===== src/sv/sync_length_deframer_core_assert.svh =====
// Assertion macros for the sync-length deframer core.
// Clocked on clk, disabled while arst_n is low; used by the top level only.
`ifndef SYNC_LENGTH_DEFRAMER_CORE_ASSERT_SVH
`define SYNC_LENGTH_DEFRAMER_CORE_ASSERT_SVH

// same-cycle implication
`define SLD_ASSERT_IMP(label, ante, cons, msg) \
	label: assert property (@(posedge clk) disable iff (!arst_n) (ante) |-> (cons)) \
		else $error(msg);

// next-cycle implication
`define SLD_ASSERT_NXT(label, ante, cons, msg) \
	label: assert property (@(posedge clk) disable iff (!arst_n) (ante) |=> (cons)) \
		else $error(msg);

`endif


===== src/sv/sld_pkg.sv =====
// Shared types and constants for the sync-length deframer.
// No dependencies.
`timescale 1ns / 1ps
package sld_pkg;

	localparam logic [7:0] SYNC0       = 8'h57;
	localparam logic [7:0] SYNC1       = 8'h4C;
	localparam logic [7:0] VERSION_ONE = 8'h01;
	localparam logic [7:0] FLAG_KEEP   = 8'h03;

	localparam int QUEUE_DEPTH = 4;

	typedef struct packed {
		logic [7:0] data;
		logic       first;
		logic       last;
	} sld_word_t;

	typedef struct packed {
		logic bursting;
		logic in_payload;
	} sld_status_t;

endpackage


===== src/sv/sync_length_deframer_core.sv =====
// Sync-word, length-prefixed deframer: finds headers in a byte stream and
// emits whole frames (header, then payload) with first/last marks.
// Input side is a queue: write in_byte with push while full is low.
// Result side is a queue: out_byte, frame_first and frame_last are valid
// while empty is low; pop takes the word.
// Searching bytes are taken one per cycle until the window is full; each
// byte that completes the window is followed by the header and size check,
// during which full is high, so a sliding search stalls for every check.
// An accepted header is then replayed from the window, one word per cycle
// while the queue has room, HEADER_BYTES words in all; full stays high.
// Payload bytes are taken one per cycle while the queue is not full and
// reach the result ports through a four-word queue and then one output
// register, which sit between the front and the result ports.
// When pop stays low the queue fills and full rises; nothing is dropped.
// The user writes max_frame_bytes with max_frame_bytes_we only while idle;
// the block does not check it. Reset empties the window, queue and output
// register, leaves the block searching and sets max_frame_bytes to 4096.
// Depends on sld_pkg, sld_front, sld_queue, sld_back and the assert header.
`timescale 1ns / 1ps
module sync_length_deframer_core #(
	parameter int HEADER_BYTES = 24,
	parameter int MAX_FRAME    = 4096
) (
	input  logic        clk,
	input  logic        arst_n,
	input  logic        max_frame_bytes_we,
	input  logic [12:0] max_frame_bytes,
	input  logic [7:0]  in_byte,
	input  logic        push,
	output logic        full,
	output logic [7:0]  out_byte,
	output logic        frame_first,
	output logic        frame_last,
	output logic        empty,
	input  logic        pop
);
	import sld_pkg::*;

	`include "sync_length_deframer_core_assert.svh"

	logic [12:0] max_q;
	sld_word_t   fq_word;
	logic        fq_push;
	logic        fq_full;
	sld_word_t   qb_word;
	logic        qb_empty;
	logic        qb_pop;
	sld_status_t status;

	always_ff @(posedge clk or negedge arst_n) begin
		if (!arst_n)
			max_q <= 13'd4096;
		else if (max_frame_bytes_we)
			max_q <= max_frame_bytes;
	end

	sld_front #(
		.HEADER_BYTES(HEADER_BYTES),
		.MAX_FRAME   (MAX_FRAME)
	) u_front (
		.clk            (clk),
		.arst_n         (arst_n),
		.max_frame_bytes(max_q),
		.in_byte        (in_byte),
		.push           (push),
		.full           (full),
		.q_word         (fq_word),
		.q_push         (fq_push),
		.q_full         (fq_full),
		.status         (status)
	);

	sld_queue u_queue (
		.clk     (clk),
		.arst_n  (arst_n),
		.push    (fq_push),
		.word_in (fq_word),
		.full    (fq_full),
		.pop     (qb_pop),
		.word_out(qb_word),
		.empty   (qb_empty)
	);

	sld_back u_back (
		.clk        (clk),
		.arst_n     (arst_n),
		.q_word     (qb_word),
		.q_empty    (qb_empty),
		.q_pop      (qb_pop),
		.out_byte   (out_byte),
		.frame_first(frame_first),
		.frame_last (frame_last),
		.empty      (empty),
		.pop        (pop)
	);

	`SLD_ASSERT_IMP(a_burst_blocks_input, status.bursting, full, "input taken during header burst")
	`SLD_ASSERT_IMP(a_no_queue_overflow, fq_push, !fq_full, "word pushed into a full queue")
	`SLD_ASSERT_IMP(a_first_not_last, !empty && frame_first, !frame_last, "word marked first and last")
	`SLD_ASSERT_NXT(a_payload_word_queued, push && !full && status.in_payload, qb_empty == 1'b0, "payload word lost")

endmodule


===== src/sv/sld_front.sv =====
// Front part: header window, header check and burst sequencer, payload pass.
// Depends on sld_pkg; feeds words into sld_queue.
`timescale 1ns / 1ps
module sld_front #(
	parameter int HEADER_BYTES = 24,
	parameter int MAX_FRAME    = 4096
) (
	input  logic               clk,
	input  logic               arst_n,
	input  logic [12:0]        max_frame_bytes,
	input  logic [7:0]         in_byte,
	input  logic               push,
	output logic               full,
	output sld_pkg::sld_word_t q_word,
	output logic               q_push,
	input  logic               q_full,
	output sld_pkg::sld_status_t status
);
	import sld_pkg::*;

	localparam int IDX_W  = $clog2(HEADER_BYTES);
	localparam int LEFT_W = $clog2(MAX_FRAME + 1);
	localparam logic [IDX_W-1:0] LAST_IDX = IDX_W'(HEADER_BYTES - 1);

	typedef enum logic [1:0] {ST_IDLE, ST_CHECK, ST_BURST} state_t;

	state_t            state_q;
	logic [7:0]        window_q [HEADER_BYTES];
	logic [IDX_W-1:0]  fill_q;
	logic [IDX_W-1:0]  idx_q;
	logic [LEFT_W-1:0] len_q;
	logic [LEFT_W-1:0] payload_left_q;
	logic              in_payload_q;

	logic        accept;
	logic        hdr_ok;
	logic        frame_ok;
	logic [15:0] win_len;
	logic [16:0] total;
	logic [16:0] limit;

	assign full   = !(state_q == ST_IDLE && (!in_payload_q || !q_full));
	assign accept = push && !full;

	assign hdr_ok = window_q[0] == SYNC0 && window_q[1] == SYNC1 &&
			window_q[2] == VERSION_ONE && window_q[3] == 8'(HEADER_BYTES) &&
			(window_q[5] & ~FLAG_KEEP) == 8'h00;
	assign win_len  = {window_q[7], window_q[6]};
	assign total    = 17'(HEADER_BYTES) + {1'b0, win_len};
	assign limit    = ({4'b0, max_frame_bytes} > 17'(MAX_FRAME)) ? 17'(MAX_FRAME)
			: {4'b0, max_frame_bytes};
	assign frame_ok = hdr_ok && total <= limit;

	always_comb begin
		q_push = 1'b0;
		q_word = '{data: in_byte, first: 1'b0, last: payload_left_q <= LEFT_W'(1)};
		if (state_q == ST_BURST) begin
			q_push = !q_full;
			q_word = '{data: window_q[idx_q], first: idx_q == '0,
				last: idx_q == LAST_IDX && len_q == '0};
		end else if (state_q == ST_IDLE && accept && in_payload_q) begin
			q_push = 1'b1;
		end
	end

	assign status = '{bursting: state_q == ST_BURST, in_payload: in_payload_q};

	always_ff @(posedge clk or negedge arst_n) begin
		if (!arst_n) begin
			state_q        <= ST_IDLE;
			fill_q         <= '0;
			idx_q          <= '0;
			len_q          <= '0;
			in_payload_q   <= 1'b0;
			payload_left_q <= '0;
			for (int i = 0; i < HEADER_BYTES; i++)
				window_q[i] <= 8'h00;
		end else begin
			case (state_q)
				ST_IDLE: begin
					if (accept) begin
						if (in_payload_q) begin
							payload_left_q <= payload_left_q - LEFT_W'(1);
							if (payload_left_q <= LEFT_W'(1))
								in_payload_q <= 1'b0;
						end else begin
							window_q[fill_q] <= in_byte;
							if (fill_q == LAST_IDX)
								state_q <= ST_CHECK;
							else
								fill_q <= fill_q + IDX_W'(1);
						end
					end
				end
				ST_CHECK: begin
					if (frame_ok) begin
						// length fits LEFT_W once the size check passed
						len_q   <= LEFT_W'(win_len);
						idx_q   <= '0;
						state_q <= ST_BURST;
					end else begin
						// drop oldest byte, window stays one short of full
						for (int i = 0; i < HEADER_BYTES - 1; i++)
							window_q[i] <= window_q[i + 1];
						state_q <= ST_IDLE;
					end
				end
				ST_BURST: begin
					if (!q_full) begin
						if (idx_q == LAST_IDX) begin
							fill_q         <= '0;
							in_payload_q   <= len_q != '0;
							payload_left_q <= len_q;
							state_q        <= ST_IDLE;
						end else begin
							idx_q <= idx_q + IDX_W'(1);
						end
					end
				end
				default: state_q <= ST_IDLE;
			endcase
		end
	end

endmodule


===== src/sv/sld_queue.sv =====
// Short word queue between the front and back parts.
// Depends on sld_pkg.
`timescale 1ns / 1ps
module sld_queue (
	input  logic               clk,
	input  logic               arst_n,
	input  logic               push,
	input  sld_pkg::sld_word_t word_in,
	output logic               full,
	input  logic               pop,
	output sld_pkg::sld_word_t word_out,
	output logic               empty
);
	import sld_pkg::*;

	localparam int PTR_W = $clog2(QUEUE_DEPTH);
	localparam int CNT_W = $clog2(QUEUE_DEPTH + 1);

	sld_word_t        mem_q [QUEUE_DEPTH];
	logic [PTR_W-1:0] wr_ptr_q;
	logic [PTR_W-1:0] rd_ptr_q;
	logic [CNT_W-1:0] count_q;
	logic             do_push;
	logic             do_pop;

	assign full     = count_q == CNT_W'(QUEUE_DEPTH);
	assign empty    = count_q == '0;
	assign do_push  = push && !full;
	assign do_pop   = pop && !empty;
	assign word_out = mem_q[rd_ptr_q];

	always_ff @(posedge clk) begin
		if (do_push)
			mem_q[wr_ptr_q] <= word_in;
	end

	always_ff @(posedge clk or negedge arst_n) begin
		if (!arst_n) begin
			wr_ptr_q <= '0;
			rd_ptr_q <= '0;
			count_q  <= '0;
		end else begin
			if (do_push)
				wr_ptr_q <= wr_ptr_q + PTR_W'(1);
			if (do_pop)
				rd_ptr_q <= rd_ptr_q + PTR_W'(1);
			if (do_push && !do_pop)
				count_q <= count_q + CNT_W'(1);
			else if (do_pop && !do_push)
				count_q <= count_q - CNT_W'(1);
		end
	end

endmodule


===== src/sv/sld_back.sv =====
// Back part: output register that drains the queue onto the result ports.
// Depends on sld_pkg.
`timescale 1ns / 1ps
module sld_back (
	input  logic               clk,
	input  logic               arst_n,
	input  sld_pkg::sld_word_t q_word,
	input  logic               q_empty,
	output logic               q_pop,
	output logic [7:0]         out_byte,
	output logic               frame_first,
	output logic               frame_last,
	output logic               empty,
	input  logic               pop
);
	import sld_pkg::*;

	sld_word_t word_q;
	logic      valid_q;

	// refill when the register is free or its word leaves this cycle
	assign q_pop = !q_empty && (!valid_q || pop);

	always_ff @(posedge clk) begin
		if (q_pop)
			word_q <= q_word;
	end

	always_ff @(posedge clk or negedge arst_n) begin
		if (!arst_n) begin
			valid_q <= 1'b0;
		end else begin
			if (q_pop)
				valid_q <= 1'b1;
			else if (pop)
				valid_q <= 1'b0;
		end
	end

	assign empty       = !valid_q;
	assign out_byte    = word_q.data;
	assign frame_first = word_q.first;
	assign frame_last  = word_q.last;

endmodule


===== config.mk =====
export PLATFORM = sky130hd
export DESIGN_NAME = sync_length_deframer_core
export DESIGN_NICKNAME = d
export VERILOG_FILES = /design/src/sv/sld_pkg.sv /design/src/sv/sync_length_deframer_core.sv /design/src/sv/sld_front.sv /design/src/sv/sld_queue.sv /design/src/sv/sld_back.sv
export VERILOG_INCLUDE_DIRS = /design/src /design/src/sv
export SDC_FILE = /design/constraint.sdc
export NUM_CORES = 1
export LEC_CHECK = 0
export ABC_AREA = 1
export CELL_PAD_IN_SITES_DETAIL_PLACEMENT = 1
export CELL_PAD_IN_SITES_GLOBAL_PLACEMENT = 1
export CORE_AREA = 2 2 166 209
export DETAILED_ROUTE_END_ITERATION = 8
export DIE_AREA = 0 0 168 211
export DONT_BUFFER_PORTS = 1
export PLACE_DENSITY = 0.91
export RECOVER_POWER = 50
export SLEW_MARGIN = 0
export SYNTH_ARGS = -nofsm -noshare
export SYNTH_HDL_FRONTEND = slang
export SYNTH_SLANG_ARGS = --single-unit

===== constraint.sdc =====
create_clock -name clk -period 5.4 [get_ports clk]
set_input_delay 0.54 -clock clk [delete_from_list [all_inputs] [get_ports clk]]
set_output_delay 0.54 -clock clk [all_outputs]
set_load 0.1 [all_outputs]

==> flow_summary_export.csv, run 1 <==
group,metric,value,unit
outcome,status,"finished, violations left",
outcome,violations,"negative hold slack",
min_path,hp-class,"in2async",
drt,drtIter0Drc,1607,
flow_run,drv_cap,0,
cts,cts_root_buf,"clkbuf_16",
timing,fmax,0.244,GHz
cts,cts_buffers,34,
synth,ys_warn_count,0,
placement,port_buffers,0,
timing,report.final.slew_viol_count,0,
timing,final-hold-violation-count,252,
cts,cts_tree,"yes",
cells_and_area,drive_gt1_share,5.65,%
timing,setup_slack,1.29,ns
timing,tightest_slew,1.29,ns
synth,synth_cells,2282,
cells_and_area,finish.net_count,2261,
floorplanning,fp.dieW,168,µm
synth,synth_area,17300,µm²
cts,clkLatencyLatePin,0.55,ns
cells_and_area,syn_to_final_growth,7.48,%
timing,fin_worst_skew,0.0279,ns
placement,routabilityCongestion,0.939,
timing,slew_headroom,13.9,%
global_route,grt_pass1_vias,18400,
placement,dp_cells,2594,
drt,avgRoutedWirePerCell,24.4,µm
global_route,met3_usage,6.45,%
synth,synth.most_common_cell,"nand2_1",
timing,setup_violations,0,
synth,avgSynthCellArea,7.57,µm²
power,p_leak,8.48,nW
critical_path,cp.required,5.81,ns
synth,synth_top_area_cell,"dfrtp_1",
synth,synth_commonest_cells,"nand2_1, o21ai_0, dfrtp_1",
critical_path,reg2reg_to,"u_front.window_q[96]",
synth,synth_edf_count,50,
placement,dpl-instance-area,17400,µm²
global_route,grt_usage,37.1,%
cts,cts_max_path_buffers,3,
floorplanning,start_util,51.8,%
drt,drtAntennaViolNets,0,
global_route,overflow,0,
synth,synth_ff_type,"dfrtp_1",
global_route,grt_util_met1,42.1,%
critical_path,worstSetupStartpointType,"register",
cells_and_area,fin_cells,2657,
critical_path,worstReg2RegStart,"u_front.win_len[3]",
synth,ys_ff_latch,302,
critical_path,cp-end-kind,"register",
global_route,use_met2,62.9,%
power,p_per_area,385,nW/µm²
global_route,top_usage_layer,"met2",
drt,routed_wl,64.9,mm
synth,synth_fp_nets,2336,
floorplanning,ioPinCount,38,
critical_path,worstPathMaxFanout,114,
timing,finalCritPeriodShare,76.0,%
placement,dp_hpwl,42.6,mm
global_route,grt_max_degree,253,
timing,fin_setup_tns,0,ns
synth,synthArstFlopShare,83.4,%
floorplanning,core_area,33300,µm²
cells_and_area,finish.utilization,55.7,%
global_route,antenna_found_initial,2,
drt,viasPerCell,6.58,
cts,clk_pin_slew,0.06,ns
cts,postCtsSetupRepairBufs,0,
floorplanning,die_area,35400,µm²
floorplanning,rows,75,
placement,pre_cts_slack,1.46,ns
floorplanning,die_height,211,µm
synth,synth_area_leaders,"dfrtp_1, nand2_1, edfxtp_1",
global_route,grt_pass1_wl,103,mm
synth,synth_top_area_share,36.4,%
drt,route.vias.total,17500,
timing,rsz0062_at_grt,"false",
cts,htree_levels,2,
critical_path,r2r_setup_slack,1.29,ns
critical_path,reg2reg_depth,18,
critical_path,crit_type,"reg2reg",
power,total_power,7.14,mW
synth,synthDistinctLibCells,44,
cts,cts_resized,0,
synth,synth-seq-area-share,45.2,%
drt,dr.pass1.iters,6,
timing,timing.hold.ws,-0.290,ns
drt,remaining_drc_errors,0,
cts,clkSinkCount,302,
timing,min_period,4.11,ns
critical_path,crit_arrival,4.51,ns
power,ir_drop,209,µV
cells_and_area,fin_area,18600,µm²
==> layer usage <==
layer  vias to the layer above  wire (µm)
met5                         -          0
met4                         0       5190
met3                       321       4720
met2                       852      31500
met1                      8653      23500
li1                       7645          -
==> worst max-delay path, stage by stage (launching register included) <==
cell and delay (ns):
dfrtp_1 0.41, inv_1 0.14, ha_1 0.28, nor2_2 0.23, xor2_1 0.19, inv_1 0.08, ha_1 0.29, nand2_1 0.09
nor2_1 0.16, nand3b_1 0.10, nand3_1 0.09, nand2_1 0.05, nand2_1 0.05, nand2_1 0.23, nand2_8 0.61, buf_12 0.33
nand3_2 0.22, nand2_1 0.17, nand2_1 0.07
==> sequential cells by signal, indices dropped and copies added, names as in the netlist <==
name                    flops
u_back.out_byte             8
u_back.frame_first          1
u_front.state_q             2
u_queue.wr_ptr_q            2
u_front.fill_q              5
u_front.len_q              13
u_queue.count_q             3
u_front.win_len            16
max_q                      13
u_front.payload_left_q     13
u_back.frame_last           1
u_front.in_payload_q        1
u_front.window_q          176
u_queue.mem_q              40
u_back.valid_q              1
u_queue.rd_ptr_q            2
u_front.idx_q               5
==> cell usage in the layout (no fill, tap or decap), types with 3 or more instances in the layout <==
| cell type | n |
|---|---|
| clkbuf_8 | 7 |
| nand2_1 | 686 |
| o221ai_1 | 3 |
| nor3b_1 | 3 |
| inv_1 | 150 |
| o21ai_0 | 284 |
| buf_4 | 24 |
| mux2_2 | 5 |
| bufinv_16 | 3 |
| o22ai_1 | 86 |
| clkinv_1 | 3 |
| ha_1 | 27 |
| edfxtp_1 | 50 |
| clkinv_2 | 7 |
| clkbuf_16 | 35 |
| inv_2 | 5 |
| clkbuf_1 | 6 |
| nor4_1 | 5 |
| dfrtp_1 | 249 |
| xor2_1 | 12 |
| nand4_1 | 174 |
| nor2_1 | 184 |
| nand3_1 | 47 |
| diode_2 | 3 |
| o211ai_1 | 15 |
| nand3_2 | 24 |
| a22oi_1 | 27 |
| a21oi_1 | 67 |
| nor3_1 | 15 |
==> cell families after synthesis <==
group           share of synthesized area (%)
simple gates                             29.1
compound gates                           15.6
flops                                    45.2
buf+inv                                  7.00
fa+ha+maj                                2.07
xor+xnor                                0.710
mux                                     0.326
==> layout make-up <==
cell class                 instances  area [µm²]
fill                            4115       14800
antenna                            3        7.51
multi-input combinational       1684        8270
clock buffer                      46         987
tap                              423         529
sequential                       302        7810
inverter                         158         598
clock inverter                    14         153
timing repair buffer              27         208
==> report_power, final <==
| group | internal [mW] | leakage, nW | switching [mW] |
|---|---|---|---|
| Clock | 1.43 | 0.563 | 0.988 |
| Combinational | 0.364 | 4.05 | 1.25 |
| Sequential | 2.60 | 3.87 | 0.513 |
| Total | 4.39 | 8.48 | 2.75 |
==> how the worst max path moves through the flow <==
stage	from	endpoint	depth (start not counted)
floorplan	u_back.valid_q	u_queue.count_q[1]	8
global placement	u_front.win_len[3]	u_front.window_q[158]	18
detailed placement	u_front.win_len[3]	u_front.window_q[191]	18
CTS	u_front.win_len[3]	u_front.window_q[191]	18
global route	max_q[8]	u_front.window_q[191]	17
finish	u_front.win_len[3]	u_front.window_q[96]	18
Power figures use the tool's default switching activity.
==> run 2: changes to the inputs <==
Settings changed: CORE_AREA 2 2 166 209 to 2 2 181 227, DIE_AREA 0 0 168 211 to 0 0 183 229, PLACE_DENSITY 0.91 to 0.83.
Clock period 5.4 ns to 3.45 ns, I/O delays scaled along.
==> run 2 against run 1 <==
Net effect: the run still ends with negative hold slack left; final cell count rose by 5.7%; non-clock buffer count rose by 69; clock skew fell by 0.012 ns; clock power rose by 86%.
==> flow_summary_export.csv, run 2 (synthesized netlist as in run 1, its figures left out) <==
group,metric,value,unit
cells_and_area,largest_reg_flops,176,
cells_and_area,syn_to_final_growth,14.2,%
critical_path,reg2reg_depth,18,
critical_path,path_cells,"inv_1 > ha_1 > nor2_4 > xor2_1 > inv_1 > ha_1 > nand2_1 > nor2_1 > nand3b_1 > nand3_1 > nand2_1 > nand2_1 > nand2_1 > nand2_8 > buf_16 > nand3_2 > nand2_1 > nand2_1",
timing,report.final.slew_viol_count,0,
power,total_power,12.0,mW
global_route,grt_pass1_wl,101,mm
critical_path,worstReg2RegStart,"u_front.win_len[3]",
drt,remaining_drc_errors,0,
timing,fin_worst_skew,0.0158,ns
critical_path,cp.depth,18,
placement,pre_cts_slack,0.155,ns
cts,htree_levels,2,
cells_and_area,fin_area,19700,µm²
drt,routed_wl,65.8,mm
drt,route.vias.total,17600,
cts,clkSinkCount,302,
timing,tightest_slew,1.22,ns
outcome,status,"finished, violations left",
power,ir_drop,437,µV
flow_run,drv_cap,0,
cts,cts_root_buf,"clkbuf_16",
drt,dr.pass1.iters,8,
critical_path,crit_path_top_delay_cell,"dfrtp_2",
critical_path,critPathCapture,"u_front.window_q[150]",
power,p_leak,8.95,nW
drt,drtIter0Drc,1683,
outcome,violations,"negative hold slack",
global_route,grt_max_degree,253,
critical_path,worstPathMaxFanout,20,
timing,setup_violations,0,
timing,min_period,3.40,ns
drt,drtAntennaViolNets,0,
cells_and_area,top_register,"u_front.window_q",
critical_path,crit_start,"u_front.win_len[3]",
timing,fmax,0.294,GHz
cells_and_area,fin_cells,2808,
power,p_seq_share,40.4,%
cells_and_area,finish.net_count,2331,
critical_path,worstSetupStartpointType,"register",
drt,viasPerCell,6.26,
cts,clk_pin_slew,0.07,ns
critical_path,cp.required,3.89,ns
critical_path,cp.buffers_inverters,3,
timing,timing.hold.ws,-0.517,ns
cts,hold_buffers,22,
critical_path,cp-end-kind,"register",
floorplanning,ioPinCount,38,
floorplanning,rows,82,
floorplanning,die_area,41900,µm²
critical_path,critPathTopFamily,"simple AND/OR/NAND/NOR gates",
global_route,grt_usage,30.8,%
critical_path,crit_arrival,3.84,ns
floorplanning,start_util,43.4,%
timing,setup_slack,0.0489,ns
placement,port_buffers,0,
cells_and_area,final_common_cell,"nand2_1",
power,p_per_area,607,nW/µm²
power,netSwitchingPower,4.38,mW
placement,dp_hpwl,42.2,mm
critical_path,path_common_cell,"nand2_1",
floorplanning,die_height,229,µm
floorplanning,fp.dieW,183,µm
critical_path,reg2reg_to,"u_front.window_q[150]",
global_route,grt_pass1_vias,18200,
timing,finalCritPeriodShare,98.6,%
critical_path,cpPeakStageDelay,0.46,ns
timing,slew_headroom,18.5,%
global_route,overflow,0,
placement,dpl-instance-area,17900,µm²
power,p_clk_share,37.5,%
min_path,hp-class,"in2async",
cells_and_area,final_cell_mix,"nand2_1, o21ai_0, dfrtp_1, nor2_1, nand4_1",
power,intPower,7.58,mW
placement,dp_cells,2715,
drt,avgRoutedWirePerCell,23.4,µm
floorplanning,core_area,39800,µm²
placement,routabilityCongestion,0.905,
cells_and_area,drive_gt1_share,7.73,%
cts,cts_buffers,35,
critical_path,r2r_setup_slack,0.05,ns
power,p_comb_share,22.1,%
power,switching_share,36.6,%
critical_path,crit_type,"reg2reg",
cts,cts_max_path_buffers,3,
global_route,antenna_found_initial,1,
cts,clkLatencyLatePin,0.56,ns
cts,cts_tree,"yes",
timing,final-hold-violation-count,252,
run 2: cell count changes in the layout (fill, tap and decap cells not counted), moves of 4 or more:
cell,previous run,this run
dlygate4sd3_1,0,22
clkbuf_16,35,39
nand3_4,0,20
bufinv_16,3,10
nand3_2,24,4
buf_4,24,60
buf_12,1,5
run 2: how the worst min path moves through the flow:
stage	startpoint	to	slack, ns	depth (start not counted)
5_1_grt	arst_n	max_q[2]	-0.52	0
6_report	arst_n	max_q[2]	-0.52	0
3_5_place_dp	arst_n	u_front.payload_left_q[1]	0.06	0
3_3_place_gp	arst_n	max_q[7]	0.06	0
2_1_floorplan	arst_n	max_q[0]	0.05	0
4_1_cts	arst_n	u_front.len_q[1]	-0.51	0
run 2: power by group through the flow:
stage / clock (mW) / sequential, mW / combinational [mW]
2_1_floorplan: 0 / 4.75 / 1.72
3_3_place_gp: 0 / 4.86 / 2.35
3_5_place_dp: 0 / 4.88 / 2.48
4_1_cts: 4.51 / 4.82 / 2.54
5_1_grt: 4.63 / 4.88 / 2.88
6_report: 4.48 / 4.83 / 2.65
run 2: what timing repair did:
action,in CTS,in global routing
endpoints found under the hold margin,273,252
endpoints found under the setup margin,0,181
setup buffers,0,5
resized for setup,0,27
run 2: layer usage:
metal	track usage [%]	vias up	part of all wire, %
met1	37.8	8825	39
met2	52.3	739	50
met4	16.5	0	5.4
met3	4.40	229	6.5
met5	0	-	0
li1	-	7786	-
run 2: area by class of cell:
cell class                      instances  area, µm²
Antenna cell                            2       5.00
Tap cell                              504        631
Multi-Input combinational cell       1684       8420
Clock buffer                           45       1020
Inverter                              158        598
Sequential cell                       302       7820
Timing Repair Buffer                   96        895
Fill cell                            4894      20100
Clock inverter                         17        344
run 2: metrics by stage:
| stage | hold WS [ns] | utilization [%] | TNS [ns] |
|---|---|---|---|
| CTS | -0.514 | 48.9 | 0 |
| global route | -0.525 | 49.6 | -1.10 |
| detailed placement | 0.0638 | 45.0 | 0 |
| global placement | 0.0630 | 45.0 | 0 |
| floorplan | 0.0494 | - | 0 |
| finish | -0.517 | 49.6 | 0 |
==> run 3: changes to the inputs <==
Settings changed: CORE_AREA 2 2 181 227 to 2 2 179 225, CTS_BUF_LIST set to sky130_fd_sc_hd__clkbuf_8, DIE_AREA 0 0 183 229 to 0 0 181 227, PLACE_DENSITY 0.83 to 0.84.
==> run 3 against run 2 <==
Net effect: the flow still finishes with violations (negative hold slack); die area is 2.0% lower; clock skew is 0.033 ns higher; highest routed layer is now met5; sequential cell count stayed put; clock-buffer cell count is 25 higher; setup slack better by 0.16 ns; sequential power hardly changed; sequential share of layout area is 0.80 points higher; via count is 0.14% higher; utilization is 0.10 points higher; first-iteration DRC count is 17% lower; global-route usage is 0.81 points higher.
==> flow_summary_export.csv, run 3 (synthesized netlist as in run 1, its figures left out) <==
group,metric,value,unit
floorplanning,core_area,38900,µm²
timing,setup_slack,0.209,ns
global_route,grt_pass1_vias,18300,
placement,dp_hpwl,43.5,mm
timing,rsz0062_at_grt,"true",
critical_path,path_cells,"inv_1 > ha_1 > nor2_2 > xor2_1 > inv_1 > ha_1 > nand2_1 > nor2_1 > nand3b_1 > nand3_1 > nand2_1 > nand2_1 > nand2_1 > nand2_8 > buf_12 > nand3_2 > nand2_1 > nand2_1",
timing,timing.hold.ws,-0.612,ns
critical_path,crit_path_top_delay_cell,"dfrtp_1",
critical_path,cp.required,3.98,ns
cells_and_area,drive_gt1_share,8.47,%
power,total_power,11.0,mW
placement,pre_cts_slack,0.327,ns
global_route,grt_pass1_wl,102,mm
power,switching_share,39.4,%
critical_path,crit_arrival,3.77,ns
timing,min_period,3.24,ns
drt,drtIter0Drc,1392,
drt,remaining_drc_errors,0,
power,p_clk_share,32.7,%
critical_path,cpPeakStageDelay,0.42,ns
timing,report.final.slew_viol_count,0,
drt,viasPerCell,6.21,
critical_path,path_common_cell,"nand2_1",
timing,fmax,0.309,GHz
global_route,overflow,0,
global_route,antenna_found_initial,2,
critical_path,critPathTopFamily,"simple AND/OR/NAND/NOR gates",
floorplanning,die_area,41100,µm²
flow_run,drv_cap,0,
drt,route.vias.total,17600,
timing,setup_violations,0,
placement,routabilityCongestion,0.935,
floorplanning,rows,81,
global_route,grt_usage,31.6,%
cells_and_area,diodes,0,
placement,dp_cells,2713,
cts,hold_buffers,24,
power,ir_drop,371,µV
cts,cts_buffers,52,
cts,htree_levels,2,
cts,cts_max_path_buffers,3,
cts,clkSinkCount,302,
drt,dr.pass1.iters,5,
timing,fin_worst_skew,0.0491,ns
cells_and_area,regArea,7810,µm²
critical_path,worstPathMaxFanout,23,
cells_and_area,multiInputGateArea,8290,µm²
floorplanning,die_height,227,µm
cells_and_area,finish.utilization,49.7,%
cells_and_area,fill_cells,4878,
cells_and_area,final_common_cell,"nand2_1",
power,intPower,6.68,mW
timing,tightest_slew,1.22,ns
cells_and_area,final_cell_mix,"nand2_1, o21ai_0, dfrtp_1, nor2_1, nand4_1",
power,netSwitchingPower,4.34,mW
floorplanning,fp.dieW,181,µm
cells_and_area,fin_area,19300,µm²
power,p_per_area,570,nW/µm²
timing,slew_headroom,18.7,%
critical_path,cp-end-kind,"register",
timing,final-hold-violation-count,252,
drt,routed_wl,65.2,mm
power,p_comb_share,23.4,%
global_route,grt_max_degree,253,
cts,clkLatencyLatePin,0.67,ns
floorplanning,start_util,44.4,%
cells_and_area,syn_to_final_growth,11.9,%
placement,dpl-instance-area,17900,µm²
cells_and_area,top_register,"u_front.window_q",
cts,cts_root_buf,"clkbuf_8",
power,p_seq_share,43.9,%
outcome,violations,"negative hold slack",
floorplanning,ioPinCount,38,
placement,port_buffers,0,
drt,avgRoutedWirePerCell,23.0,µm
cells_and_area,largest_reg_flops,176,
drt,drtAntennaViolNets,0,
cells_and_area,fin_cells,2835,
critical_path,crit_type,"reg2reg",
critical_path,worstSetupStartpointType,"register",
cts,clk_pin_slew,0.07,ns
outcome,status,"finished, violations left",
timing,finalCritPeriodShare,93.9,%
critical_path,cp.buffers_inverters,3,
min_path,hp-class,"in2async",
timing,fin_setup_tns,0,ns
cells_and_area,finish.net_count,2348,
cts,cts_tree,"yes",
power,p_leak,8.88,nW
## run 3: what timing repair did
action                                  CTS  global route
buffers inserted                          0             1
gates resized for setup                   0             4
endpoints found under the setup margin    0           162
hold endpoints to repair                275           252
## run 3: final cells by class
| cell class | instances | share of cell area (%) |
|---|---|---|
| clock buffer | 70 | 4.99 |
| timing repair buffer | 96 | 4.48 |
| multi-input combinational | 1684 | 42.9 |
| sequential | 302 | 40.4 |
| inverter | 158 | 3.09 |
| clock inverter | 27 | 0.893 |
| tap | 498 | 3.22 |
## run 3: final timing paths
kind | from | end | slack [ns] | depth (start not counted)
worst max-delay path | u_front.win_len[3] | u_front.window_q[45] | 0.21 | 18
worst min-delay path | arst_n | max_q[7] | -0.61 | 0
worst max register to register | u_front.win_len[3] | u_front.window_q[45] | 0.21 | 18
worst min register to register | u_front.window_q[50] | u_front.window_q[50] | 0.47 | 2
max in group asynchronous | arst_n | u_front.idx_q[1] | 3.57 | 0
min in group clk | push | u_front.state_q[0] | 0.09 | 2
## run 3: power by group through the flow
stage | logic [mW] | registers [mW] | clock network (mW)
4_1_cts | 2.52 | 4.83 | 3.65
6_report | 2.58 | 4.84 | 3.60
5_1_grt | 2.80 | 4.88 | 3.78
3_5_place_dp | 2.48 | 4.89 | 0
2_1_floorplan | 1.72 | 4.75 | 0
3_3_place_gp | 2.34 | 4.86 | 0
## run 3: layer usage
layer	wire length (µm)	track usage, %	vias up
met5	13	0	-
met2	32000	55.6	752
met1	24300	36.0	8763
met3	4830	6.06	249
li1	-	-	7837
met4	4010	18.5	2
